$ cat config.mk
export PLATFORM = sky130hd
export DESIGN_NAME = stepper_valve_position_drive
export DESIGN_NICKNAME = d
export VERILOG_FILES = /design/src/hw/rtl/svpd_pkg.sv /design/src/hw/rtl/stepper_valve_position_drive.sv
export SDC_FILE = /design/constraint.sdc
export NUM_CORES = 1
export LEC_CHECK = 0
export ABC_AREA = 1
export BUFFER_PORTS_ARGS = -buffer_cell sky130_fd_sc_hd__buf_2
export CELL_PAD_IN_SITES_DETAIL_PLACEMENT = 1
export CELL_PAD_IN_SITES_GLOBAL_PLACEMENT = 1
export CORE_ASPECT_RATIO = 1.4
export CORE_MARGIN = 5
export CORE_UTILIZATION = 40
export CTS_BUF_LIST = sky130_fd_sc_hd__clkbuf_4 sky130_fd_sc_hd__clkbuf_8 sky130_fd_sc_hd__clkbuf_16
export DETAILED_ROUTE_END_ITERATION = 6
export HOLD_SLACK_MARGIN = 0.1
export PLACE_DENSITY = 0.83
export SYNTH_ARGS = -nofsm -noshare
export SYNTH_HDL_FRONTEND = slang
export SYNTH_SLANG_ARGS = --single-unit
$ cat constraint.sdc
create_clock -name i_clk -period 5.4 [get_ports i_clk]
set_input_delay 1.08 -clock i_clk [delete_from_list [all_inputs] [get_ports i_clk]]
set_output_delay 1.08 -clock i_clk [all_outputs]
set_load 0.02 [all_outputs]
$ cat src/hw/rtl/svpd_pkg.sv
// Shared types, register indexes, reset values and coil tables for the
// stepper valve position drive. No dependencies.
package svpd_pkg;

    typedef struct packed {
        logic        mode;
        logic [15:0] target;
        logic [7:0]  overrun_extra;
        logic        origin_sensor;
    } t_in_beat;

    typedef struct packed {
        logic [3:0]  coils;
        logic        running;
        logic [15:0] position;
        logic        start_accepted;
    } t_out_beat;

    localparam int unsigned CFG_INDEX_W = 3;

    localparam logic [CFG_INDEX_W-1:0] CFG_STEP_INTERVAL   = 3'd0;
    localparam logic [CFG_INDEX_W-1:0] CFG_EXCITATION_TYPE = 3'd1;
    localparam logic [CFG_INDEX_W-1:0] CFG_NORMAL_OPEN     = 3'd2;
    localparam logic [CFG_INDEX_W-1:0] CFG_DRIVE_ENABLED   = 3'd3;
    localparam logic [CFG_INDEX_W-1:0] CFG_OVERRUN_LIMIT   = 3'd4;
    localparam logic [CFG_INDEX_W-1:0] CFG_HALL_THRESHOLD  = 3'd5;
    localparam logic [CFG_INDEX_W-1:0] CFG_ZERO_OFFSET     = 3'd6;

    localparam logic MODE_TICK  = 1'b0;
    localparam logic MODE_START = 1'b1;

    localparam logic [1:0] EXC_ONE_PHASE     = 2'd0;
    localparam logic [1:0] EXC_ONE_TWO_PHASE = 2'd1;
    localparam logic [1:0] EXC_TWO_PHASE     = 2'd2;
    localparam logic [1:0] EXC_NO_DRIVE      = 2'd3;

    localparam logic [15:0] RST_STEP_INTERVAL   = 16'd15;
    localparam logic [1:0]  RST_EXCITATION_TYPE = EXC_ONE_TWO_PHASE;
    localparam logic        RST_NORMAL_OPEN     = 1'b0;
    localparam logic        RST_DRIVE_ENABLED   = 1'b1;
    localparam logic [15:0] RST_OVERRUN_LIMIT   = 16'd200;
    localparam logic [15:0] RST_HALL_THRESHOLD  = 16'd50;
    localparam logic [15:0] RST_ZERO_OFFSET     = 16'd480;

    localparam logic [3:0] ONE_PHASE_TAB [8] = '{4'd8, 4'd8, 4'd4, 4'd4,
                                                4'd2, 4'd2, 4'd1, 4'd1};
    localparam logic [3:0] HALF_STEP_TAB [8] = '{4'd12, 4'd4, 4'd6, 4'd2,
                                                4'd3, 4'd1, 4'd9, 4'd8};
    localparam logic [3:0] TWO_PHASE_TAB [8] = '{4'd12, 4'd6, 4'd3, 4'd9,
                                                4'd12, 4'd6, 4'd3, 4'd9};

    // coil pattern for a phase; no-drive leaves the coils off
    function automatic logic [3:0] coil_pattern(input logic [1:0] exc,
                                                input logic [2:0] phase);
        logic [3:0] pat;
        pat = 4'd0;
        unique case (exc)
            EXC_ONE_PHASE:     pat = ONE_PHASE_TAB[phase];
            EXC_ONE_TWO_PHASE: pat = HALF_STEP_TAB[phase];
            EXC_TWO_PHASE:     pat = TWO_PHASE_TAB[phase];
            default:           pat = 4'd0;
        endcase
        return pat;
    endfunction

endpackage

$ cat src/hw/rtl/stepper_valve_position_drive.sv
// Top level of the stepper valve position drive: beat register, step logic,
// state and result register. Depends on svpd_pkg.
//
// Takes one beat per clock unless the result is stalled and returns one result
// per beat: the beat is registered, then the state update and the result are
// computed from that register and the drive state and held in the result
// register. Throughput is one beat per cycle while not stalled; a stalled result
// holds the input register and back-pressure reaches the input after one beat of slack.
// The configuration port is always ready and should be written only while
// no beat is in flight.
module stepper_valve_position_drive (
    input  logic                              i_clk,
    input  logic                              i_rst_n,
    input  logic                              i_in_valid,
    output logic                              o_in_stall,
    input  svpd_pkg::t_in_beat                i_in_data,
    output logic                              o_out_valid,
    input  logic                              i_out_stall,
    output svpd_pkg::t_out_beat               o_out_data,
    input  logic                              i_cfg_valid,
    output logic                              o_cfg_ready,
    input  logic [svpd_pkg::CFG_INDEX_W-1:0]  i_cfg_index,
    input  logic [15:0]                       i_cfg_data
);

    // configuration
    logic [15:0] r_step_interval;
    logic [1:0]  r_excitation_type;
    logic        r_normal_open;
    logic        r_drive_enabled;
    logic [15:0] r_overrun_limit;
    logic [15:0] r_hall_threshold;
    logic [15:0] r_zero_offset;

    // pipeline
    logic                r_in_valid;
    svpd_pkg::t_in_beat  r_in;
    logic                r_out_valid;
    svpd_pkg::t_out_beat r_out;
    logic                advance;

    // drive state
    logic [15:0] r_cur_position,      n_cur_position;
    logic [15:0] r_goal_position,     n_goal_position;
    logic [15:0] r_hall_overrun_count, n_hall_overrun_count;
    logic [7:0]  r_hysteresis_pending, n_hysteresis_pending;
    logic [15:0] r_learned_max_overrun, n_learned_max_overrun;
    logic [15:0] r_origin_position,   n_origin_position;
    logic        r_origin_seen,       n_origin_seen;
    logic [2:0]  r_coil_phase,        n_coil_phase;
    logic        r_move_active,       n_move_active;
    logic [15:0] r_interval_count,    n_interval_count;
    logic [3:0]  r_coil_state,        n_coil_state;
    logic        r_origin_latch,      n_origin_latch;
    logic        n_accepted;

    assign advance     = r_in_valid && (!r_out_valid || !i_out_stall);
    assign o_in_stall  = r_in_valid && !advance;
    assign o_out_valid = r_out_valid;
    assign o_out_data  = r_out;
    assign o_cfg_ready = 1'b1;

    always_ff @(posedge i_clk) begin
        if (!i_rst_n) begin
            r_step_interval   <= svpd_pkg::RST_STEP_INTERVAL;
            r_excitation_type <= svpd_pkg::RST_EXCITATION_TYPE;
            r_normal_open     <= svpd_pkg::RST_NORMAL_OPEN;
            r_drive_enabled   <= svpd_pkg::RST_DRIVE_ENABLED;
            r_overrun_limit   <= svpd_pkg::RST_OVERRUN_LIMIT;
            r_hall_threshold  <= svpd_pkg::RST_HALL_THRESHOLD;
            r_zero_offset     <= svpd_pkg::RST_ZERO_OFFSET;
        end else if (i_cfg_valid) begin
            unique case (i_cfg_index)
                svpd_pkg::CFG_STEP_INTERVAL:   r_step_interval   <= i_cfg_data;
                svpd_pkg::CFG_EXCITATION_TYPE: r_excitation_type <= i_cfg_data[1:0];
                svpd_pkg::CFG_NORMAL_OPEN:     r_normal_open     <= i_cfg_data[0];
                svpd_pkg::CFG_DRIVE_ENABLED:   r_drive_enabled   <= i_cfg_data[0];
                svpd_pkg::CFG_OVERRUN_LIMIT:   r_overrun_limit   <= i_cfg_data;
                svpd_pkg::CFG_HALL_THRESHOLD:  r_hall_threshold  <= i_cfg_data;
                svpd_pkg::CFG_ZERO_OFFSET:     r_zero_offset     <= i_cfg_data;
                default: ;
            endcase
        end
    end

    always_comb begin
        logic [15:0] ic_dec;
        logic [15:0] lm_raw;
        n_cur_position        = r_cur_position;
        n_goal_position       = r_goal_position;
        n_hall_overrun_count  = r_hall_overrun_count;
        n_hysteresis_pending  = r_hysteresis_pending;
        n_learned_max_overrun = r_learned_max_overrun;
        n_origin_position     = r_origin_position;
        n_origin_seen         = r_origin_seen;
        n_coil_phase          = r_coil_phase;
        n_move_active         = r_move_active;
        n_interval_count      = r_interval_count;
        n_coil_state          = r_coil_state;
        n_origin_latch        = r_origin_latch;
        n_accepted            = 1'b0;
        ic_dec = (r_interval_count != 16'd0) ? r_interval_count - 16'd1 : 16'd0;
        lm_raw = r_origin_position - r_hall_threshold;

        if (r_in.mode == svpd_pkg::MODE_START) begin
            if (!r_move_active && r_cur_position != r_in.target) begin
                n_accepted = 1'b1;
                if (r_in.target == 16'd0) begin
                    n_hall_overrun_count = 16'd0;
                    n_cur_position       = r_cur_position + r_zero_offset;
                    n_goal_position      = 16'd0;
                end else if (r_cur_position >= r_in.target) begin
                    n_hall_overrun_count = 16'd0;
                    n_hysteresis_pending = 8'd0;
                    n_goal_position      = r_in.target;
                end else begin
                    n_hysteresis_pending = r_in.overrun_extra;
                    n_goal_position      = r_in.target + {8'd0, r_in.overrun_extra};
                end
                n_move_active    = 1'b1;
                n_interval_count = r_step_interval;
            end
        end else begin
            n_origin_latch   = r_in.origin_sensor;
            n_interval_count = ic_dec;
            if (r_drive_enabled && ic_dec == 16'd0) begin
                n_interval_count = r_step_interval;
                n_coil_state     = 4'd0;
                if (r_move_active) begin
                    if (r_goal_position > r_cur_position) begin
                        // open step
                        n_cur_position = r_cur_position + 16'd1;
                        n_coil_phase   = r_coil_phase + (r_normal_open ? 3'd7 : 3'd1);
                        if (r_in.origin_sensor) begin
                            n_origin_position = r_cur_position + 16'd1;
                            n_origin_seen     = 1'b1;
                        end else if (r_origin_seen) begin
                            n_learned_max_overrun = (lm_raw > r_overrun_limit) ?
                                                    r_overrun_limit : lm_raw;
                        end
                        n_coil_state = svpd_pkg::coil_pattern(r_excitation_type,
                                                              n_coil_phase);
                    end else if (r_goal_position < r_cur_position) begin
                        if (r_in.origin_sensor &&
                            r_hall_overrun_count >= r_learned_max_overrun) begin
                            n_goal_position      = 16'd0;
                            n_cur_position       = 16'd0;
                            n_hall_overrun_count = 16'd0;
                            n_move_active        = 1'b0;
                        end else begin
                            // close step; cur is above goal so never zero here
                            if (r_in.origin_sensor) begin
                                n_hall_overrun_count = r_hall_overrun_count + 16'd1;
                            end
                            n_cur_position = r_cur_position - 16'd1;
                            n_coil_phase   = r_coil_phase + (r_normal_open ? 3'd1 : 3'd7);
                            if (n_cur_position == 16'd0) begin
                                n_goal_position      = 16'd0;
                                n_hall_overrun_count = 16'd0;
                                n_move_active        = 1'b0;
                            end else begin
                                n_coil_state = svpd_pkg::coil_pattern(r_excitation_type,
                                                                      n_coil_phase);
                            end
                        end
                    end else if (r_goal_position != 16'd0 &&
                                 r_hysteresis_pending != 8'd0) begin
                        // back off the hysteresis overshoot
                        n_goal_position      = r_goal_position -
                                               {8'd0, r_hysteresis_pending};
                        n_hysteresis_pending = 8'd0;
                    end else begin
                        n_hall_overrun_count = 16'd0;
                        n_move_active        = 1'b0;
                    end
                end
            end
        end
    end

    always_ff @(posedge i_clk) begin
        if (!i_rst_n) begin
            r_in_valid            <= 1'b0;
            r_out_valid           <= 1'b0;
            r_cur_position        <= 16'd0;
            r_goal_position       <= 16'd0;
            r_hall_overrun_count  <= 16'd0;
            r_hysteresis_pending  <= 8'd0;
            r_learned_max_overrun <= svpd_pkg::RST_OVERRUN_LIMIT;
            r_origin_position     <= 16'd0;
            r_origin_seen         <= 1'b0;
            r_coil_phase          <= 3'd0;
            r_move_active         <= 1'b0;
            r_interval_count      <= 16'd0;
            r_coil_state          <= 4'd0;
            r_origin_latch        <= 1'b0;
        end else begin
            if (i_in_valid && !o_in_stall) begin
                r_in_valid <= 1'b1;
                r_in       <= i_in_data;
            end else if (advance) begin
                r_in_valid <= 1'b0;
            end
            if (advance) begin
                r_out_valid               <= 1'b1;
                r_out.coils               <= n_coil_state;
                r_out.running             <= n_move_active;
                r_out.position            <= n_cur_position;
                r_out.start_accepted      <= n_accepted;
                r_cur_position            <= n_cur_position;
                r_goal_position           <= n_goal_position;
                r_hall_overrun_count      <= n_hall_overrun_count;
                r_hysteresis_pending      <= n_hysteresis_pending;
                r_learned_max_overrun     <= n_learned_max_overrun;
                r_origin_position         <= n_origin_position;
                r_origin_seen             <= n_origin_seen;
                r_coil_phase              <= n_coil_phase;
                r_move_active             <= n_move_active;
                r_interval_count          <= n_interval_count;
                r_coil_state              <= n_coil_state;
                r_origin_latch            <= n_origin_latch;
            end else if (!i_out_stall) begin
                r_out_valid <= 1'b0;
            end
        end
    end

    // coils are always off while no move is in progress
    a_idle_coils_off: assert property (@(posedge i_clk) disable iff (!i_rst_n)
        !r_move_active |-> r_coil_state == 4'd0)
        else $error("coils driven while idle");

    // an accepted start always leaves a move running
    a_start_runs: assert property (@(posedge i_clk) disable iff (!i_rst_n)
        r_out_valid && r_out.start_accepted |-> r_out.running)
        else $error("accepted start without a running move");

    // a held beat is not dropped while the result side is stalled
    a_beat_held: assert property (@(posedge i_clk) disable iff (!i_rst_n)
        r_in_valid && !advance |=> r_in_valid && $stable(r_in))
        else $error("held beat lost");

endmodule
# Word-level counts from Yosys, hierarchy flattened
# Memories as Yosys holds them, arrays and structs flattened.
# Cells that the tools add are included.
dict set report word_totals {
  wordCells 202
  out_inout_bits 25
  mem_bits_ro 192
  regBits 231
  memories 6
}
# name depth word_bits read_ports rd_ports_with_merged_regs wr line
set memory_table {}
lappend memory_table {{(name not given)} 8 4 1 0 0 svpd_pkg.sv:60} ;# EXC_TWO_PHASE: pat = TWO_PHASE_TAB[phase];
lappend memory_table {{(name not given)} 8 4 1 0 0 svpd_pkg.sv:59} ;# EXC_ONE_TWO_PHASE: pat = HALF_STEP_TAB[phase];
lappend memory_table {{(name not given)} 8 4 1 0 0 svpd_pkg.sv:58} ;# EXC_ONE_PHASE: pat = ONE_PHASE_TAB[phase];
lappend memory_table {{(name not given)} 8 4 1 0 0 svpd_pkg.sv:60}
lappend memory_table {{(name not given)} 8 4 1 0 0 svpd_pkg.sv:59}
lappend memory_table {{(name not given)} 8 4 1 0 0 svpd_pkg.sv:58}
dict set report classes {
  reduce_logical 43
  add_sub_neg 10
  order_cmp 7
  eq_ne 19
  n_bitwise 4
  mux 85
}
# operator count
set ops {}
lappend ops {{$mux 16} 36}
lappend ops {{$mux 4} 19}
lappend ops {{$mux 8} 9}
lappend ops {{$logic_not 16->1} 3}
lappend ops {{$add 16x1->16 const B} 2}
lappend ops {{$ge 16x16->1} 2}
lappend ops {{$gt 16x16->1} 2}
lappend ops {{$reduce_bool 16->1} 2}
lappend ops {{$sub 16x1->16 const B} 2}
lappend ops {{$pmux 4 s3} 2}
lappend ops {{$reduce_and 2->1} 10}
lappend ops {{$add 16x16->16} 1}
lappend ops {{$add 16x8->16} 1}
lappend ops {{$lt 16x16->1} 1}
lappend ops {{$ne 16x16->1} 1}
lappend ops {{$reduce_and 8->1} 2}
lappend ops {{$sub 16x16->16} 1}
lappend ops {{$sub 16x8->16} 1}
lappend ops {{$mux 3} 5}
lappend ops {{$mux 1} 14}
lappend ops {{$reduce_and 7->1} 2}
lappend ops {{$reduce_and 6->1} 2}
lappend ops {{$reduce_bool 2->1} 5}
lappend ops {{$eq 3x3->1 const B} 3}
lappend ops {{21 further kinds} 40}

# Depth between registers and ports, before layout
# Gate-level depths: netlist of run 1.
dict set report depth {
  word_depth 14
  depth_mapped 23
  mapped_depth_nobuf 23
}

# Least setup slack after synthesis of run 1
# OpenSTA, ideal clock, no wires.
dict set report synth_path {
  kind {reg2reg}
  from {register r_origin_position[0]}
  to {register r_learned_max_overrun[10]}
  arrival_time_ns 3.519
  setup_time_ns 0.074
  stages_incl_launch_ff 23
  setup_slack_ns 1.807
  cell_sequence {dfxtp_1 inv_1 ha_1 fa_1 inv_1 a21oi_1 o21ai_0 a21boi_0 o21ai_0 xor2_1 inv_1 ha_1 nand2_1 inv_1 nand3_1 nor3_1 o21ai_0 o2111ai_1 nand2_1 inv_1 clkbuf_1 nand2_1 a31oi_1}
}
dict set report synth_via {
  elab_chain_len 3
}
# item line
set synth_rtl {}
lappend synth_rtl {{from (decl)} stepper_valve_position_drive.sv:48} ;# logic [15:0] r_origin_position, n_origin_position;
lappend synth_rtl {{from (signal assigned)} stepper_valve_position_drive.sv:215} ;# r_origin_position <= n_origin_position;
lappend synth_rtl {{$sub 16x16->16 (*)} stepper_valve_position_drive.sv:103} ;# lm_raw = r_origin_position - r_hall_threshold;
lappend synth_rtl {{$gt 16x16->1} stepper_valve_position_drive.sv:138} ;# n_learned_max_overrun = (lm_raw > r_overrun_limit) ?
lappend synth_rtl {{$mux 16 (*)} stepper_valve_position_drive.sv:138}
lappend synth_rtl {{to (signal assigned)} stepper_valve_position_drive.sv:189} ;# r_learned_max_overrun <= svpd_pkg::RST_OVERRUN_LIMIT;
lappend synth_rtl {{to (signal assigned)} stepper_valve_position_drive.sv:214} ;# r_learned_max_overrun <= n_learned_max_overrun;
lappend synth_rtl {{to (decl)} stepper_valve_position_drive.sv:47} ;# logic [15:0] r_learned_max_overrun, n_learned_max_overrun;
# Every way passes the cells marked *; elsewhere a longest branch is shown, timed or not.
# A chain may end at the register's enable or synchronous reset.

# Final worst setup path of run 1
dict set report layout_path {
  from {register r_origin_position[0]}
  to {register r_learned_max_overrun[0]}
}
# Same word-level chain as after synthesis.

==> key figures, run 1 <==
Synthesis
  • Synth async-reset ratio: 0%
  • Synth Area per Inst: 6.82 µm²
  • Mapped Cells: 2355
  • Cell area after synthesis: around 16000 µm²
  • Seq/Total Area, Yosys: 31.8%
  • #FFs+latches synth: roughly 230
  • Post-synth top flop: dfxtp_1
  • Yosys warning total: 0
  • Post-synth EDFFs: 48
  • Syn Nets: ~2500
  • Yosys cell types: 46

Power and ir drop
  • Pleak: between 8 and 9 nW
  • VDD IR max: roughly 0.00023 V
  • Power Density: 284 nW/µm²

Clock tree
  • Clock buffer count from CTS: 26
  • Post-CTS Setup Inserts: 0
  • Clock sinks: 231
  • Later-pin clock latency in the skew report: 0.56 ns
  • Post-CTS sizing: 0
  • H-Tree Depth: 1
  • Clock transition at the registers of the reported paths: ~0.06 ns
  • Clock buffer depth: 3
  • CTS Root Cell: clkbuf_16
  • CTS tree: yes
  • # hold bufs at CTS: 0

Route
  • Post-route antenna net violation count: 0
  • # DRC: 0
  • Routed wire length: 59600 µm
  • Vias: approximately 17000
  • Vias/cell: 5.66
  • Post-DR wirelength/cell: 20.2 µm
  • Drt first pass iters: 5
  • Detailed router's first-iteration violation count: slightly above 900

Worst setup path
  • CP Class: register to register
  • Critical Path RT: a little under 6 ns
  • Worst Path Max Fanout: 19
  • WP buf/inv: 4
  • Max stage delay on crit path: 0.42 ns
  • CP arrival: ~4.7 ns
  • Crit-path leading delay family: compound AO/OA/AOI/OAI gates
  • Worst Setup Start Kind: register
  • CP most frequent cell: nand2_1
  • CP max-delay cell: fa_1
  • Critical Path End Type: register
  • Crit path cell chain: inv_1, ha_1, fa_1, inv_1, a21oi_1, o21ai_0, a21boi_0, o21ai_0, nand2_1, nand2_1, xor2_1, ha_1, nand2_1, nor2_1, a211oi_1, o2111ai_1, nand2_1, buf_4, inv_1, nand2_1, o21ai_0, nor2_1, nor2_1

Placement
  • Placed insts: 2904
  • Port bufs: 73
  • Detailed Place HPWL: between 40000 and 50000 µm
  • Routability cong.: 0.988
  • Area post-placement: 17000 µm²

STA
  • Setup Skew: 0.0188 ns
  • Hold Fails Final Rpt: 0
  • Post-Route Setup TNS: 0 ns
  • Setup violations, final: 0
  • Max-slew violations: 0
  • WHS: 0.456 ns
  • RSZ-0062 raised after global routing: false
  • Max transition margin: 30.3%
  • Worst Tran Pin Value: 1.04 ns
  • Peak Freq: 233 MHz
  • Period utilization: 79.6%
  • Final Critical Period: 4.30 ns

Run
  • Maxcap violations: 0

Cells and area
  • Layout cells sized above 1: 7.53%
  • Cell Count, Final, Fillers Out: between 2000 and 3000
  • Diodes inserted: 0
  • Nets: 2574
  • Area Growth Syn to Fin: 11.0%
  • Final core occ: 44.5%
  • Final instance area: 17800 µm²

Die
  • Die height: around 250 µm
  • Die Wd: 179 µm
  • CORE AREA: 40100 µm²
  • Site Rows: 87
  • Starting Density: 40.1%
  • I/O pin count: 75
  • Die ar.: 44300 µm²

Hold path
  • HP Class: register to register

Global routing
  • Largest net degree at the start of global routing: 70
  • Vias in the first global route: between 15000 and 20000
  • First-pass GRT wire length: 93300 µm
  • Gr usage total: 26.6%
  • GR Overflow Total: 0
  • Initial antenna violation count: 0

Status
  • Status: finished clean
## metal layers
metal  wire length (µm)  GRT usage (%)
met5                  0              0
met4               3840           15.7
met3               2450           2.91
met2              30900           49.3
met1              22400           28.6
## flip-flops by register name (all words and copies together), names as in the netlist, 2 cells and up
register	cells
r_interval_count	16
r_origin_position	16
r_goal_position	16
r_cur_position	16
r_hysteresis_pending	8
r_overrun_limit	16
r_excitation_type	2
r_zero_offset	16
r_coil_phase	3
o_out_data	22
r_learned_max_overrun	16
r_in	26
r_hall_overrun_count	16
r_coil_state	4
r_hall_threshold	16
r_step_interval	16
## synth_stat cells, drive strengths merged (2+ instances only)
cell type  count  share of area [%]
a31oi         15               0.58
o21a           9               0.42
a21oi        193                6.2
o2111ai        3               0.16
o31ai          2              0.093
edfxtp        48                9.0
nor3b          2              0.093
nor2         306                7.4
nand4         62                2.4
ha           120                9.3
a21boi         2              0.093
clkbuf        64                1.5
inv          280                6.5
a211oi         2              0.093
clkinv         7               0.16
nand3        201                6.4
fa             6               0.75
nor4           5               0.19
a21o           7               0.33
o22ai          5               0.19
nand2        440                 10
o21bai         5               0.23
buf           25               0.93
dfxtp        183                 23
nor3          31               0.97
xor2          63                3.4
nand3b         6               0.28
xnor2         15               0.82
o211ai        35                1.6
or2            6               0.23
o21ai        203                6.3
## cell families (layout without fill, tap and decap cells)
| group | count (synthesis) | in the layout | share of synthesized area, % |
|---|---|---|---|
| and+or+nand+nor | 1060 | 1060 | 28.3 |
| AOI/OAI and AO/OA | 483 | 483 | 16.4 |
| DFF | 231 | 231 | 31.8 |
| adders and majority gates | 126 | 126 | 10.1 |
| other | 1 | 1 | 0.0233 |
| xor gates and xnor gates | 78 | 78 | 4.25 |
| buffers and inverters | 376 | 439 | 9.13 |
## area by class of cell
type                       instances  area (µm²)
clock buffer                      38         801
clock inverter                    10        83.8
fill                            5255       22200
inverter                         287        1080
multi-input combinational       1748        9500
sequential                       231        5100
tap                              534         668
timing repair buffer             104         601
## stage by stage
| step | power [mW] | worst slack, ns |
|---|---|---|
| finish | 5.07 | 1.10 |
| global route | 5.32 | 0.681 |
| CTS | 5.09 | 1.08 |
| detailed placement | 3.22 | 1.12 |
| global placement | 3.18 | 1.23 |
| floorplan | 2.81 | 1.81 |
## report_power, final
group          internal (mW)  switching (mW)
registers               1.83          0.0702
clock network           1.08           0.775
logic                  0.391           0.921
## worst min-delay path, stage by stage, from the launching register on
cell and delay (ns):
dfxtp_1 0.33, nand2_1 0.05, nand3_1 0.05
## path summary, 6_finish.rpt
path / from / end / slack, ns / cells after the start
max: r_origin_position[0] / r_learned_max_overrun[0] / 1.10 / 23
min reg2reg: r_step_interval[3] / r_step_interval[3] / 0.46 / 2
min: r_step_interval[3] / r_step_interval[3] / 0.46 / 2
max reg2reg: r_origin_position[0] / r_learned_max_overrun[0] / 1.10 / 23
## layout by cell type, fill, tap and decap left out, types with 3 or more instances in the layout
| master | netlist | layout |
|---|---|---|
| nand4_1 | 62 | 62 |
| or2_2 | 6 | 6 |
| o21bai_1 | 5 | 5 |
| nand2_1 | 437 | 437 |
| clkbuf_16 | 0 | 28 |
| nor2_4 | 4 | 4 |
| nor2_1 | 298 | 297 |
| clkinv_1 | 7 | 7 |
| clkbuf_4 | 0 | 6 |
| o21a_1 | 9 | 9 |
| o2111ai_1 | 3 | 3 |
| o22ai_1 | 5 | 5 |
| buf_4 | 4 | 32 |
| a31oi_1 | 15 | 15 |
| inv_1 | 275 | 274 |
| nand3b_1 | 6 | 6 |
| a21o_1 | 7 | 7 |
| buf_2 | 8 | 72 |
| fa_1 | 6 | 6 |
| nor4_1 | 5 | 5 |
| ha_1 | 120 | 120 |
| edfxtp_1 | 48 | 48 |
| clkbuf_8 | 0 | 4 |
| nand3_2 | 3 | 3 |
| nand3_1 | 198 | 198 |
| nor2_2 | 4 | 5 |
| nor3_1 | 31 | 31 |
| o21ai_0 | 201 | 201 |
| o211ai_1 | 35 | 35 |
| xnor2_1 | 15 | 15 |
| dfxtp_1 | 183 | 183 |
| nand2_2 | 3 | 3 |
| clkinv_2 | 0 | 6 |
| inv_2 | 5 | 6 |
| xor2_1 | 63 | 63 |
| a21oi_1 | 191 | 191 |
Power figures use the tool's default switching activity.
==> inputs of run 2 (changes only) <==
--- a/config.mk
+++ b/config.mk
@@ -15,7 +15,7 @@
 export CTS_BUF_LIST = sky130_fd_sc_hd__clkbuf_4 sky130_fd_sc_hd__clkbuf_8 sky130_fd_sc_hd__clkbuf_16
 export DETAILED_ROUTE_END_ITERATION = 6
 export HOLD_SLACK_MARGIN = 0.1
-export PLACE_DENSITY = 0.83
+export PLACE_DENSITY = 0.86
 export SYNTH_ARGS = -nofsm -noshare
 export SYNTH_HDL_FRONTEND = slang
 export SYNTH_SLANG_ARGS = --single-unit
==> constraint.sdc (replaced) <==
create_clock -name i_clk -period 3.8 [get_ports i_clk]
set_input_delay 0.76 -clock i_clk [delete_from_list [all_inputs] [get_ports i_clk]]
set_output_delay 0.76 -clock i_clk [all_outputs]
set_load 0.02 [all_outputs]
==> key figures, run 2 (synthesis results as in run 1) <==
Status
  • Status: finished clean (unchanged)

Worst setup path
  • Crit Reg-Reg Endpoint: r_learned_max_overrun[6] (was r_learned_max_overrun[0])
  • Crit path from: r_origin_position[0] (unchanged)
  • Critical Path RT: 4.26 ns (was 5.84 ns)
  • Worst Setup EP: r_learned_max_overrun[6] (was r_learned_max_overrun[0])
  • Reg2reg path depth: 23 (unchanged)
  • RR Startpoint: r_origin_position[0] (unchanged)
  • Critical Path End Type: register (unchanged)
  • Worst Setup Start Kind: register (unchanged)
  • Worst Path Max Fanout: 14 (was 19)
  • CP Class: register to register (unchanged)
  • CP arrival: 4.05 ns (was 4.74 ns)
  • FF-to-FF setup slack: 0.21 ns (was 1.10 ns)

Cells and area
  • Commonest non-fill, non-tap cell in the layout: nand2_1 (unchanged)
  • Fill cells: 5289 (was 5255)
  • Most frequent cells in the layout: 437 x nand2_1, 297 x nor2_1, 274 x inv_1 (unchanged)
  • Nets: 2607 (was 2574)
  • Final core occ: 45.4% (was 44.5%)
  • Layout cells sized above 1: 8.85% (was 7.53%)
  • Largest reg by FF count: r_in (unchanged)
  • Largest register FFs: 26 (unchanged)
  • Area Growth Syn to Fin: 13.2% (was 11.0%)
  • Diodes inserted: 0 (unchanged)

Global routing
  • Initial antenna violation count: 0 (unchanged)
  • Largest net degree at the start of global routing: 62 (was 70)
  • Vias in the first global route: 18030 (was 17671)
  • Gr usage total: 26.7% (was 26.6%)
  • First-pass GRT wire length: 94100 µm (was 93300 µm)
  • GR Overflow Total: 0 (unchanged)

Clock tree
  • Clock buffer depth: 3 (unchanged)
  • CTS Root Cell: clkbuf_16 (unchanged)
  • Later-pin clock latency in the skew report: 0.60 ns (was 0.56 ns)
  • H-Tree Depth: 1 (unchanged)
  • Clock sinks: 231 (unchanged)
  • Clock transition at the registers of the reported paths: 0.07 ns (was 0.06 ns)
  • Clock buffer count from CTS: 27 (was 26)
  • CTS tree: yes (unchanged)

Die
  • Die Wd: 179 µm (unchanged)
  • Die ar.: 44300 µm² (unchanged)
  • Die height: 247 µm (unchanged)
  • I/O pin count: 75 (unchanged)
  • CORE AREA: 40100 µm² (unchanged)
  • Site Rows: 87 (unchanged)
  • Starting Density: 40.1% (unchanged)

STA
  • Period utilization: 94.4% (was 79.6%)
  • WHS: 0.336 ns (was 0.456 ns)
  • Peak Freq: 279 MHz (was 233 MHz)
  • Max-slew violations: 0 (unchanged)
  • Final Critical Period: 3.59 ns (was 4.30 ns)
  • Worst Tran Pin Value: 0.862 ns (was 1.04 ns)
  • Post-Route Setup TNS: 0 ns (unchanged)
  • Max transition margin: 42.6% (was 30.3%)
  • RSZ-0062 raised after global routing: false (unchanged)
  • Setup violations, final: 0 (unchanged)
  • Hold Fails Final Rpt: 0 (unchanged)
  • Post-route setup slack: 0.213 ns (was 1.10 ns)
  • Setup Skew: 0.0391 ns (was 0.0188 ns)

Route
  • Routed wire length: 59900 µm (was 59600 µm)
  • # DRC: 0 (unchanged)
  • Vias/cell: 5.67 (was 5.66)
  • Detailed router's first-iteration violation count: 807 (was 924)
  • Post-DR wirelength/cell: 20.1 µm (was 20.2 µm)
  • Drt first pass iters: 5 (unchanged)
  • Post-route antenna net violation count: 0 (unchanged)
  • Vias: 16933 (was 16705)

Placement
  • Post-Place Worst Slack: -0.0190 ns (was 1.12 ns)
  • Routability cong.: 0.994 (was 0.988)
  • Port bufs: 73 (unchanged)
  • Detailed Place HPWL: 45900 µm (about the same)

Power and ir drop
  • VDD IR max: 0.000359 V (was 0.000225 V)
  • Total power: 7.52 mW (was 5.07 mW)
  • Power Density: 413 nW/µm² (was 284 nW/µm²)
  • Pleak: 8.48 nW (was 8.27 nW)

Hold path
  • HP Class: primary input to register (was register to register)

Run
  • Maxcap violations: 0 (unchanged)
-- run 2: through the flow --
step	area (µm²)	std cells
finish	18200	2986
global route	18200	2986
CTS	18200	2982
detailed placement	17200	2932
global placement	17200	2932
floorplan	16100	2355
-- run 2: routing by layer --
layer / wire length [µm] / global-route usage, % / vias up
met1: 22000 / 27.4 / 8186
met4: 4550 / 17.6 / 0
met5: 0 / 0 / -
met2: 30900 / 50.0 / 502
li1: - / - / 8012
met3: 2520 / 3.15 / 233
-- run 2: critical path: stages, from the launching register on --
cell       delay, ns
dfxtp_1         0.33
inv_1           0.05
ha_1            0.21
fa_1            0.42
inv_1           0.08
a21oi_1         0.07
o21ai_1         0.20
a21boi_1        0.19
o21ai_1         0.19
xor2_1          0.21
inv_1           0.07
ha_1            0.28
nand2_1         0.05
inv_1           0.06
nand3_1         0.10
nor3_2          0.16
o21ai_0         0.12
o2111ai_1       0.09
nand2_1         0.12
inv_1           0.12
buf_12          0.14
nand2_1         0.06
o211ai_1        0.10
nand3_1         0.09
-- run 2: worst min path at each step --
stage / start / endpoint / slack (ns) / cells past startpoint
after floorplan: r_origin_position[11] / r_origin_position[11] / 0.43 / 2
after global placement: r_step_interval[1] / r_step_interval[1] / 0.44 / 2
after CTS: i_in_data[21] / r_in[21] / 0.31 / 1
after global routing: i_in_data[16] / r_in[16] / 0.32 / 1
final: i_in_data[21] / r_in[21] / 0.34 / 1
after detailed placement: r_step_interval[1] / r_step_interval[1] / 0.45 / 2
-- run 2: cell type report --
| type | instances | area, µm² | share of cell area [%] |
|---|---|---|---|
| Inverter | 287 | 1080 | 5.92 |
| Tap cell | 534 | 668 | 3.67 |
| Multi-Input combinational cell | 1748 | 9510 | 52.3 |
| Clock buffer | 33 | 792 | 4.35 |
| Timing Repair Buffer | 136 | 853 | 4.69 |
| Clock inverter | 17 | 191 | 1.05 |
| Sequential cell | 231 | 5100 | 28.1 |
-- run 2: report_power, final --
part | internal (mW) | total (mW) | switching, mW
combinational | 0.603 | 1.93 | 1.33
clock | 1.70 | 2.89 | 1.19
sequential | 2.60 | 2.69 | 0.0950
-- run 2: what timing repair did --
| action | in CTS | in global routing |
|---|---|---|
| buffers inserted | 0 | 4 |
| resized for setup | 1 | 6 |
| pin swaps | 0 | 1 |
| hold buffers | 0 | 0 |
| setup endpoints to repair | 2 | 31 |
